$ cat src/rtl/core/silence_run_detector_unit_defines.svh
// ---------------------------------------------------------------------------
// Silence run detector assertion macros
// Concurrent checks that compile away when SYNTHESIS is defined.
// ---------------------------------------------------------------------------
`ifndef SILENCE_RUN_DETECTOR_UNIT_DEFINES_SVH
`define SILENCE_RUN_DETECTOR_UNIT_DEFINES_SVH

`ifndef SYNTHESIS
// Same-cycle implication: when cond holds, prop holds at the same edge.
`define SRD_ASSERT_IMPLY(name, clock, reset, cond, prop) \
  name: assert property (@(posedge clock) disable iff (reset) (cond) |-> (prop)) \
    else $error("silence run detector: same-cycle check failed");
// Next-cycle implication: when cond holds, prop holds at the following edge.
`define SRD_ASSERT_NEXT(name, clock, reset, cond, prop) \
  name: assert property (@(posedge clock) disable iff (reset) (cond) |=> (prop)) \
    else $error("silence run detector: next-cycle check failed");
`else
`define SRD_ASSERT_IMPLY(name, clock, reset, cond, prop)
`define SRD_ASSERT_NEXT(name, clock, reset, cond, prop)
`endif

`endif

$ cat src/rtl/core/srd_pkg.sv
// ---------------------------------------------------------------------------
// Silence run detector package
// Shared widths, register indexes and the types passed between the stages.
// ---------------------------------------------------------------------------
package srd_pkg;

  // Datapath widths.
  localparam int LANES       = 4;
  localparam int SAMPLE_BITS = 24;
  localparam int FRAME_BITS  = 32;
  localparam int OUT_BITS    = 32;
  localparam int LEN_BITS    = FRAME_BITS + 1;

  // Register widths.
  localparam int THRESH_BITS = 24;
  localparam int MIN_BITS    = 20;
  localparam int MASK_BITS   = 4;
  localparam int START_BITS  = 32;
  localparam int DATA_BITS   = 32;
  localparam int INDEX_BITS  = 3;

  // Classification queue between front and back.
  localparam int QUEUE_DEPTH = 2;
  localparam int QPTR_BITS   = $clog2(QUEUE_DEPTH);
  localparam int QCNT_BITS   = $clog2(QUEUE_DEPTH + 1);

  // Register indexes on the write port.
  typedef enum logic [INDEX_BITS-1:0] {
    REG_THRESHOLD    = 3'd0,
    REG_MIN_RUN      = 3'd1,
    REG_EDGES_ONLY   = 3'd2,
    REG_CHANNEL_MASK = 3'd3,
    REG_RANGE_START  = 3'd4
  } reg_index_t;

  // Configuration register set.
  typedef struct packed {
    logic [THRESH_BITS-1:0] silence_threshold;
    logic [MIN_BITS-1:0]    min_run_frames;
    logic                   edges_only;
    logic [MASK_BITS-1:0]   channel_mask;
    logic [START_BITS-1:0]  range_start;
  } cfg_t;

  // One classified frame as stored in the queue.
  typedef struct packed {
    logic silent;
    logic final_frame;
  } frame_class_t;

  // Run tracker status seen by the top level.
  typedef struct packed {
    logic in_silence;
    logic offset_zero;
  } back_status_t;

  // Absolute value of a two's complement sample; the most negative code
  // maps onto its unsigned magnitude.
  function automatic logic [SAMPLE_BITS-1:0] magnitude(input logic [SAMPLE_BITS-1:0] raw);
    logic [SAMPLE_BITS-1:0] neg;
    neg = ~raw + SAMPLE_BITS'(1);
    return raw[SAMPLE_BITS-1] ? neg : raw;
  endfunction

endpackage

$ cat src/rtl/core/srd_stream_ifs.sv
// ---------------------------------------------------------------------------
// Silence run detector stream interfaces
// Valid/ready channels for audio frames in and silent runs out.
// ---------------------------------------------------------------------------

// Audio frame channel.
interface srd_frame_if;
  logic                                 valid;
  logic                                 ready;
  logic signed [srd_pkg::SAMPLE_BITS-1:0] sample_a;
  logic signed [srd_pkg::SAMPLE_BITS-1:0] sample_b;
  logic signed [srd_pkg::SAMPLE_BITS-1:0] sample_c;
  logic signed [srd_pkg::SAMPLE_BITS-1:0] sample_d;
  logic                                 final_frame;

  modport source(output valid, sample_a, sample_b, sample_c, sample_d, final_frame,
                 input ready);
  modport sink(input valid, sample_a, sample_b, sample_c, sample_d, final_frame,
               output ready);
endinterface

// Silent run report channel.
interface srd_run_if;
  logic                          valid;
  logic                          ready;
  logic [srd_pkg::OUT_BITS-1:0]  run_first_frame;
  logic [srd_pkg::OUT_BITS-1:0]  run_frames;
  logic                          run_at_range_end;

  modport source(output valid, run_first_frame, run_frames, run_at_range_end,
                 input ready);
  modport sink(input valid, run_first_frame, run_frames, run_at_range_end,
               output ready);
endinterface

$ cat src/rtl/core/srd_front.sv
// ---------------------------------------------------------------------------
// Silence run detector front end
// Accepts frames, takes the peak magnitude over enabled lanes and classifies
// each frame as silent or loud.
// ---------------------------------------------------------------------------
module srd_front (
  srd_frame_if.sink                          frames,
  input  logic [srd_pkg::MASK_BITS-1:0]      channel_mask,
  input  logic [srd_pkg::THRESH_BITS-1:0]    silence_threshold,
  input  logic                               queue_full,
  output logic                               push,
  output srd_pkg::frame_class_t              push_class
);

  logic [srd_pkg::SAMPLE_BITS-1:0] lane_raw [srd_pkg::LANES];
  logic [srd_pkg::SAMPLE_BITS-1:0] level;

  // Gather the sample lanes.
  assign lane_raw[0] = frames.sample_a;
  assign lane_raw[1] = frames.sample_b;
  assign lane_raw[2] = frames.sample_c;
  assign lane_raw[3] = frames.sample_d;

  // Peak magnitude over the enabled lanes; an empty mask gives zero.
  always_comb begin
    logic [srd_pkg::SAMPLE_BITS-1:0] mag;
    level = '0;
    for (int i = 0; i < srd_pkg::LANES; i++) begin
      mag = srd_pkg::magnitude(lane_raw[i]);
      if (channel_mask[i] && (mag > level)) begin
        level = mag;
      end
    end
  end

  // A request is taken whenever the queue has room.
  assign frames.ready           = !queue_full;
  assign push                   = frames.valid && !queue_full;
  assign push_class.silent      = (level <= silence_threshold);
  assign push_class.final_frame = frames.final_frame;

endmodule

$ cat src/rtl/core/srd_queue.sv
// ---------------------------------------------------------------------------
// Silence run detector classification queue
// Two-entry FIFO that decouples the front end from the run tracker.
// ---------------------------------------------------------------------------
module srd_queue (
  input  logic                    clk,
  input  logic                    rst,
  input  logic                    push,
  input  srd_pkg::frame_class_t   push_class,
  output logic                    full,
  input  logic                    pop,
  output logic                    head_valid,
  output srd_pkg::frame_class_t   head_class
);

  srd_pkg::frame_class_t           entries [srd_pkg::QUEUE_DEPTH];
  logic [srd_pkg::QPTR_BITS-1:0]   wr_ptr;
  logic [srd_pkg::QPTR_BITS-1:0]   rd_ptr;
  logic [srd_pkg::QCNT_BITS-1:0]   count;

  // Storage has no reset; occupancy is tracked by the count.
  always_ff @(posedge clk) begin
    if (push) begin
      entries[wr_ptr] <= push_class;
    end
  end

  // Pointers and occupancy.
  always_ff @(posedge clk) begin
    if (rst) begin
      wr_ptr <= '0;
      rd_ptr <= '0;
      count  <= '0;
    end else begin
      if (push) begin
        wr_ptr <= (wr_ptr == srd_pkg::QPTR_BITS'(srd_pkg::QUEUE_DEPTH - 1)) ?
                  '0 : wr_ptr + 1'b1;
      end
      if (pop) begin
        rd_ptr <= (rd_ptr == srd_pkg::QPTR_BITS'(srd_pkg::QUEUE_DEPTH - 1)) ?
                  '0 : rd_ptr + 1'b1;
      end
      if (push && !pop) begin
        count <= count + 1'b1;
      end else if (pop && !push) begin
        count <= count - 1'b1;
      end
    end
  end

  assign full       = (count == srd_pkg::QCNT_BITS'(srd_pkg::QUEUE_DEPTH));
  assign head_valid = (count != '0);
  assign head_class = entries[rd_ptr];

endmodule

$ cat src/rtl/core/srd_back.sv
// ---------------------------------------------------------------------------
// Silence run detector back end
// Tracks silent runs over the classified frames and registers each run that
// passes the length and edge filters for the output channel.
// ---------------------------------------------------------------------------
module srd_back (
  input  logic                    clk,
  input  logic                    rst,
  input  srd_pkg::cfg_t           cfg,
  input  logic                    head_valid,
  input  srd_pkg::frame_class_t   head_class,
  output logic                    pop,
  output srd_pkg::back_status_t   status,
  srd_run_if.source               runs
);

  logic [srd_pkg::FRAME_BITS-1:0] frame_offset;
  logic [srd_pkg::FRAME_BITS-1:0] frame_offset_next;
  logic                           in_silence;
  logic                           in_silence_next;
  logic [srd_pkg::FRAME_BITS-1:0] silence_begin;
  logic [srd_pkg::FRAME_BITS-1:0] silence_begin_next;

  logic                           in_eff;
  logic [srd_pkg::FRAME_BITS-1:0] begin_eff;
  logic                           close_at_end;
  logic                           close_run;
  logic [srd_pkg::LEN_BITS-1:0]   run_end;
  logic [srd_pkg::LEN_BITS-1:0]   run_len;
  logic [srd_pkg::MIN_BITS-1:0]   need;
  logic                           long_enough;
  logic                           edge_ok;
  logic                           emit;

  // Take the next frame when the output register is free or being drained.
  assign pop = head_valid && (!runs.valid || runs.ready);

  // Open a run on the first silent frame; a loud frame or the final frame closes it.
  always_comb begin
    if (head_class.silent && !in_silence) begin
      in_eff    = 1'b1;
      begin_eff = frame_offset;
    end else begin
      in_eff    = head_class.silent && in_silence;
      begin_eff = silence_begin;
    end
  end

  // Run closure and its filters.
  assign close_at_end = head_class.final_frame && in_eff;
  assign close_run    = close_at_end || (!head_class.silent && in_silence);
  assign run_end      = close_at_end ? ({1'b0, frame_offset} + srd_pkg::LEN_BITS'(1))
                                     : {1'b0, frame_offset};
  assign run_len      = run_end - {1'b0, begin_eff};
  assign need         = (cfg.min_run_frames == '0) ? srd_pkg::MIN_BITS'(1)
                                                   : cfg.min_run_frames;
  assign long_enough  = (run_len >= srd_pkg::LEN_BITS'(need));
  assign edge_ok      = !cfg.edges_only || (begin_eff == '0) || close_at_end;
  assign emit         = close_run && long_enough && edge_ok;

  // Next tracker state; the final frame starts a fresh range.
  always_comb begin
    if (head_class.final_frame) begin
      frame_offset_next  = '0;
      in_silence_next    = 1'b0;
      silence_begin_next = '0;
    end else begin
      frame_offset_next  = (frame_offset == '1) ? frame_offset : frame_offset + 1'b1;
      in_silence_next    = in_eff;
      silence_begin_next = begin_eff;
    end
  end

  // Tracker state registers.
  always_ff @(posedge clk) begin
    if (rst) begin
      frame_offset  <= '0;
      in_silence    <= 1'b0;
      silence_begin <= '0;
    end else if (pop) begin
      frame_offset  <= frame_offset_next;
      in_silence    <= in_silence_next;
      silence_begin <= silence_begin_next;
    end
  end

  // Output valid.
  always_ff @(posedge clk) begin
    if (rst) begin
      runs.valid <= 1'b0;
    end else if (pop) begin
      runs.valid <= emit;
    end else if (runs.ready) begin
      runs.valid <= 1'b0;
    end
  end

  // Output payload.
  always_ff @(posedge clk) begin
    if (pop && emit) begin
      runs.run_first_frame  <= cfg.range_start + srd_pkg::OUT_BITS'(begin_eff);
      runs.run_frames       <= srd_pkg::OUT_BITS'(run_len);
      runs.run_at_range_end <= close_at_end;
    end
  end

  assign status.in_silence  = in_silence;
  assign status.offset_zero = (frame_offset == '0);

endmodule

$ cat src/rtl/core/silence_run_detector_unit.sv
// ---------------------------------------------------------------------------
// Silence run detector
// Finds runs of silent audio frames and reports their start and length.
// ---------------------------------------------------------------------------
// Usage:
//   frames carries one audio frame per request: four signed samples and a
//   last-frame mark. runs carries one report per silent run that passes the
//   minimum length and, when edges-only is set, touches a range edge. The user
//   must write registers through write_en, reg_index and write_data while the
//   block is idle (not enforced). Indexes past the register list are ignored.
// Timing:
//   The front end classifies a frame in the cycle it is taken and pushes it
//   into a two-entry queue. The run tracker pops one entry per cycle unless a
//   held report stalls it; a report is registered at the edge that pops its
//   closing frame. Throughput is one frame per cycle while runs is not stalled.
// Reset and stalls:
//   Reset clears the registers to their defaults and empties the queue and
//   the run state. While runs is stalled, frames keeps being taken until the
//   queue fills; frames whose result is held back wait in the queue.
// ---------------------------------------------------------------------------
`include "silence_run_detector_unit_defines.svh"

module silence_run_detector_unit (
  input  logic                           clk,
  input  logic                           rst,
  srd_frame_if.sink                      frames,
  srd_run_if.source                      runs,
  input  logic                           write_en,
  input  logic [srd_pkg::INDEX_BITS-1:0] reg_index,
  input  logic [srd_pkg::DATA_BITS-1:0]  write_data
);

  srd_pkg::cfg_t          cfg;
  logic                   push;
  srd_pkg::frame_class_t  push_class;
  logic                   queue_full;
  logic                   pop;
  logic                   head_valid;
  srd_pkg::frame_class_t  head_class;
  srd_pkg::back_status_t  status;
  logic                   final_pop;
  logic                   tracker_fresh;

  // Configuration registers.
  always_ff @(posedge clk) begin
    if (rst) begin
      cfg.silence_threshold <= '0;
      cfg.min_run_frames    <= srd_pkg::MIN_BITS'(1);
      cfg.edges_only        <= 1'b0;
      cfg.channel_mask      <= srd_pkg::MASK_BITS'(1);
      cfg.range_start       <= '0;
    end else if (write_en) begin
      unique case (srd_pkg::reg_index_t'(reg_index))
        srd_pkg::REG_THRESHOLD: begin
          cfg.silence_threshold <= write_data[srd_pkg::THRESH_BITS-1:0];
        end
        srd_pkg::REG_MIN_RUN: begin
          cfg.min_run_frames <= write_data[srd_pkg::MIN_BITS-1:0];
        end
        srd_pkg::REG_EDGES_ONLY: begin
          cfg.edges_only <= write_data[0];
        end
        srd_pkg::REG_CHANNEL_MASK: begin
          cfg.channel_mask <= write_data[srd_pkg::MASK_BITS-1:0];
        end
        srd_pkg::REG_RANGE_START: begin
          cfg.range_start <= write_data[srd_pkg::START_BITS-1:0];
        end
        default: begin
        end
      endcase
    end
  end

  // Front end: level detection and classification.
  srd_front u_front (
    .frames            (frames),
    .channel_mask      (cfg.channel_mask),
    .silence_threshold (cfg.silence_threshold),
    .queue_full        (queue_full),
    .push              (push),
    .push_class        (push_class)
  );

  // Queue between classification and run tracking.
  srd_queue u_queue (
    .clk        (clk),
    .rst        (rst),
    .push       (push),
    .push_class (push_class),
    .full       (queue_full),
    .pop        (pop),
    .head_valid (head_valid),
    .head_class (head_class)
  );

  // Back end: run tracking and report register.
  srd_back u_back (
    .clk        (clk),
    .rst        (rst),
    .cfg        (cfg),
    .head_valid (head_valid),
    .head_class (head_class),
    .pop        (pop),
    .status     (status),
    .runs       (runs)
  );

  // Terms used by the checks below.
  assign final_pop     = pop && head_class.final_frame;
  assign tracker_fresh = !status.in_silence && status.offset_zero;

  // A final frame always leaves the tracker at the start of a new range.
  `SRD_ASSERT_NEXT(a_final_clears_run, clk, rst, final_pop, tracker_fresh)
  // A new report only appears after the tracker took a frame.
  `SRD_ASSERT_IMPLY(a_report_from_pop, clk, rst, $rose(runs.valid), $past(pop))

endmodule
$ cat src/flat_wrapper.sv
// flat-port wrapper written by rule: the top's interface ports become plain ports
module silence_run_detector_unit_flat 
  (clk, rst, write_en, reg_index, write_data, frames_valid, frames_sample_a, frames_sample_b, frames_sample_c, frames_sample_d, frames_final_frame, frames_ready, runs_valid, runs_run_first_frame, runs_run_frames, runs_run_at_range_end, runs_ready);
  srd_frame_if frames_i ();
  srd_run_if runs_i ();
  input  logic clk;
  input  logic rst;
  input  logic write_en;
  input  logic [srd_pkg::INDEX_BITS-1:0] reg_index;
  input  logic [srd_pkg::DATA_BITS-1:0] write_data;
  input wire logic [$bits(frames_i.valid)-1:0] frames_valid;
  input wire logic [$bits(frames_i.sample_a)-1:0] frames_sample_a;
  input wire logic [$bits(frames_i.sample_b)-1:0] frames_sample_b;
  input wire logic [$bits(frames_i.sample_c)-1:0] frames_sample_c;
  input wire logic [$bits(frames_i.sample_d)-1:0] frames_sample_d;
  input wire logic [$bits(frames_i.final_frame)-1:0] frames_final_frame;
  output wire logic [$bits(frames_i.ready)-1:0] frames_ready;
  output wire logic [$bits(runs_i.valid)-1:0] runs_valid;
  output wire logic [$bits(runs_i.run_first_frame)-1:0] runs_run_first_frame;
  output wire logic [$bits(runs_i.run_frames)-1:0] runs_run_frames;
  output wire logic [$bits(runs_i.run_at_range_end)-1:0] runs_run_at_range_end;
  input wire logic [$bits(runs_i.ready)-1:0] runs_ready;
  assign frames_i.valid = frames_valid;
  assign frames_i.sample_a = frames_sample_a;
  assign frames_i.sample_b = frames_sample_b;
  assign frames_i.sample_c = frames_sample_c;
  assign frames_i.sample_d = frames_sample_d;
  assign frames_i.final_frame = frames_final_frame;
  assign frames_ready = frames_i.ready;
  assign runs_valid = runs_i.valid;
  assign runs_run_first_frame = runs_i.run_first_frame;
  assign runs_run_frames = runs_i.run_frames;
  assign runs_run_at_range_end = runs_i.run_at_range_end;
  assign runs_i.ready = runs_ready;
  silence_run_detector_unit u_core (.clk(clk), .rst(rst), .frames(frames_i), .runs(runs_i), .write_en(write_en), .reg_index(reg_index), .write_data(write_data));
endmodule
$ cat config.mk
export PLATFORM = sky130hd
export DESIGN_NAME = silence_run_detector_unit_flat
export DESIGN_NICKNAME = d
export VERILOG_FILES = /design/src/rtl/core/srd_pkg.sv /design/src/rtl/core/srd_stream_ifs.sv /design/src/rtl/core/srd_front.sv /design/src/rtl/core/srd_queue.sv /design/src/rtl/core/srd_back.sv /design/src/rtl/core/silence_run_detector_unit.sv /design/src/flat_wrapper.sv
export VERILOG_INCLUDE_DIRS = /design/src /design/src/rtl/core
export SDC_FILE = /design/constraint.sdc
export NUM_CORES = 1
export LEC_CHECK = 0
export ABC_AREA = 1
export BUFFER_PORTS_ARGS = -buffer_cell sky130_fd_sc_hd__buf_2
export CAP_MARGIN = 20
export CORE_MARGIN = 1
export CORE_UTILIZATION = 45
export CTS_CLUSTER_DIAMETER = 80
export DETAILED_ROUTE_END_ITERATION = 8
export PLACE_DENSITY = 0.74
export SLEW_MARGIN = 20
export SYNTH_ARGS = -nofsm -noshare
export SYNTH_HDL_FRONTEND = slang
export SYNTH_SLANG_ARGS = --single-unit
$ cat constraint.sdc
create_clock -name clk -period 13.1 [get_ports clk]
set_input_delay 2.62 -clock clk [delete_from_list [all_inputs] [get_ports clk]]
set_output_delay 2.62 -clock clk [all_outputs]
set_load 0.05 [all_outputs]
==> results by group <==
Status
  • Status: completed

Detailed routing
  • Number of antenna-violating nets in the routed design: 0
  • Vias per cell: 5.29
  • Routed wire length: 58900 um
  • Vias post-DR: 19267
  • Drt wl/cell: ~16 um
  • DRC Markers: 0
  • Detailed Route Iter0 Violations: about 1800
  • TritonRoute pass-1 iters: 6

Placed design
  • Post-DP HPWL: approximately 48000 um
  • # port buffers: roughly 200
  • Placed inst area: 20900 um2
  • RD Place Congestion: roughly 1.0

Pwr
  • Overall Power: around 3.6 mW
  • Worst VDD drop: around 120 uV
  • Power Density: 166 nW/um2
  • Pleak: 10.2 nW

Logic synthesis
  • Syn Area/Cell: between 6 and 7 um2
  • Netlist cell types: 63
  • Ys flop type: dfxtp_1
  • FF+latch count, synth: 221
  • Synth warnings: 0
  • Post-synth top area cell: dfxtp_1
  • Syn nets: around 3200
  • Post-synth ARST share: 0%
  • Register area share after synthesis: a little over a quarter
  • Synth cell count leaders: nand2_1 (702), inv_1 (349), nor2_1 (291)
  • Most common cell in the netlist: nand2_1
  • Gate count of the mapped netlist: 2891
  • Synth top area share: 15.6%
  • Post-synth EDFFs: between 60 and 70
  • Synth area leaders: dfxtp_1 (16%), nand2_1 (13%), ha_1 (12%)
  • Synthesized area: just under 20000 um2

Setup path
  • Setup crit end kind: flop
  • Crit path max fanout: between 40 and 50
  • Worst endpoint required time: around 13 ns
  • Critical path arrival: 12.42 ns
  • Critical Path Source Type: input pin
  • Kind of critical path: input pin to flop
  • Critical path's slowest cell: a2111oi_0
  • Critical path's largest stage delay: ~0.56 ns
  • Cell mode on critical path: nand2_1

CTS
  • Htree depth: 1
  • Resized Gates After CTS: 0
  • CTS buffer count: 24
  • Root Buffer: clkbuf_16
  • Worst-Skew Late Latency: 0.53 ns
  • Setup bufs post-CTS: 0
  • Hold_buf cts: 0
  • CTS tree: yes
  • Clk buf depth: 3
  • Clk slew on worst S/H paths: 0.06 ns
  • Clock Sinks: between 200 and 250

Hold path
  • Min-delay worst type: flop to flop

GRT
  • Initial antenna violation count: 0
  • Pin count of the biggest net entering global routing: 85
  • Number of global-route vias before repair: 17545
  • Gr usage total: 26.4%
  • First-pass GRT wire length: 93300 um
  • Gr ovfl total: 0

Die
  • Initial Utilization: a little under half
  • Die height: around 210 um
  • FP Rows: 75
  • Io pins: ~200
  • Core area: approximately 42000 um2
  • Total die area: ~44000 um2
  • Die W: ~210 um

STA
  • Final max-slew violation count: 0
  • Worst-case hold slack: 0.453 ns
  • Max_slew headroom: between 20% and 30%
  • Final setup viols: 0
  • Setup Skew: ~0.012 ns
  • RSZ-0062 raised after global routing: no
  • Final hold viol count: 0
  • Worst slew pin tran: around 1.1 ns
  • Final min period: around 12 ns
  • FMAX: approximately 80 MHz
  • Final Cycle Share: between 90% and 100%
  • Total negative slack: 0 ns

Final layout
  • ANT cells: 0
  • Final nets: about 3400
  • Layout cells sized above 1: ~13%
  • Finished Cell Area: around 22000 um2
  • Area growth from synthesis to layout: 11.3%

Job
  • Maxcap violations: 0
[power by group]
group | total (mW) | internal [mW] | leakage (nW) | switching [mW]
registers | 0.907 | 0.865 | 1.85 | 0.0418
clock network | 0.724 | 0.438 | 0.402 | 0.286
logic | 1.98 | 0.559 | 7.91 | 1.42
[cell families (layout without fill, tap and decap cells)]
logic type / Yosys count / in the layout / synth area share, %
AOI/OAI and AO/OA: 561 / 561 / 15.8
xor gates and xnor gates: 132 / 132 / 5.96
adders and majority gates: 187 / 187 / 12.1
buffers and inverters: 444 / 615 / 9.13
DFF: 221 / 221 / 26.2
and+or+nand+nor: 1346 / 1346 / 30.9
[layer usage]
| layer | up-vias | wire (um) | GRT usage [%] |
|---|---|---|---|
| met5 | - | 0 | 0 |
| met4 | 0 | 1770 | 7.98 |
| met3 | 100 | 3930 | 3.22 |
| met2 | 640 | 25500 | 41.6 |
| met1 | 8657 | 27700 | 37.6 |
| li1 | 9870 | - | - |
[critical path: cells and delay by family]
family | cells | cell delay, ns
AO/OA/AOI/OAI | 12 | 2.62
adder cells (fa/ha/maj) | 5 | 1.43
buffers and inverters | 6 | 1.85
AND/OR/NAND/NOR | 29 | 3.79
[registers in the layout, summed over array words and instances, names as in the netlist, 2 cells and up, named ones only]
name	cells
u_core.u_queue.count	2
u_core.u_back.runs.run_first_frame	32
u_core.u_queue.entries	4
u_core.u_back.silence_begin	32
u_core.u_back.frame_offset	32
u_core.cfg	81
u_core.u_back.runs.run_frames	32
[stage by stage]
| stage | utilization (%) | std cells | setup slack, ns |
|---|---|---|---|
| detailed placement | 49.3 | 3595 | 0.620 |
| floorplan | - | 2891 | 2.94 |
| global route | 51.3 | 3639 | 0.192 |
| global placement | 49.3 | 3595 | 0.838 |
| CTS | 51.3 | 3639 | 1.14 |
| finish | 51.3 | 3639 | 0.937 |
[layout by cell type, fill, tap and decap left out, types with 5 or more instances in the layout]
master / netlist / final
o21ai_0: 184 / 184
o21a_1: 14 / 14
o211ai_1: 5 / 5
edfxtp_1: 69 / 69
inv_1: 349 / 346
a31oi_1: 10 / 10
clkbuf_16: 0 / 26
ha_1: 185 / 185
a21oi_1: 238 / 238
nor2_2: 11 / 10
buf_2: 13 / 203
o21ai_1: 41 / 41
and2_1: 23 / 23
or2_2: 29 / 29
o21bai_1: 7 / 7
a21o_1: 8 / 8
nor2_1: 291 / 291
nand3_1: 101 / 101
nor3_2: 6 / 7
nand3_2: 6 / 6
o31ai_1: 6 / 6
nand2_1: 702 / 702
nand2_2: 14 / 14
xor2_1: 99 / 99
nand4_2: 20 / 20
inv_2: 8 / 11
xnor2_1: 32 / 32
o21ai_2: 19 / 19
nor4_1: 14 / 14
nand3b_1: 18 / 18
dfxtp_1: 152 / 152
nor3_1: 39 / 38
buf_4: 1 / 10
a32oi_1: 6 / 6
nand4_1: 52 / 52
[area by class of cell]
class	instances	area, um2
Clock buffer	30	666
Sequential cell	221	5110
Timing Repair Buffer	213	1090
Clock inverter	14	169
Fill cell	4380	20700
Inverter	358	1340
Multi-Input combinational cell	2226	12600
Tap cell	577	722
[final timing paths]
check / start / to / slack (ns) / cells after the start
max: frames_sample_a[0] / u_core.u_queue.entries[1][1] / 0.94 / 52
min: u_core.u_queue.rd_ptr / u_core.u_queue.rd_ptr / 0.45 / 1
max reg2reg: u_core.cfg[32] / u_core.u_queue.entries[1][1] / 3.98 / 40
min reg2reg: u_core.u_queue.rd_ptr / u_core.u_queue.rd_ptr / 0.45 / 1
(Power assumes the default switching activity.)
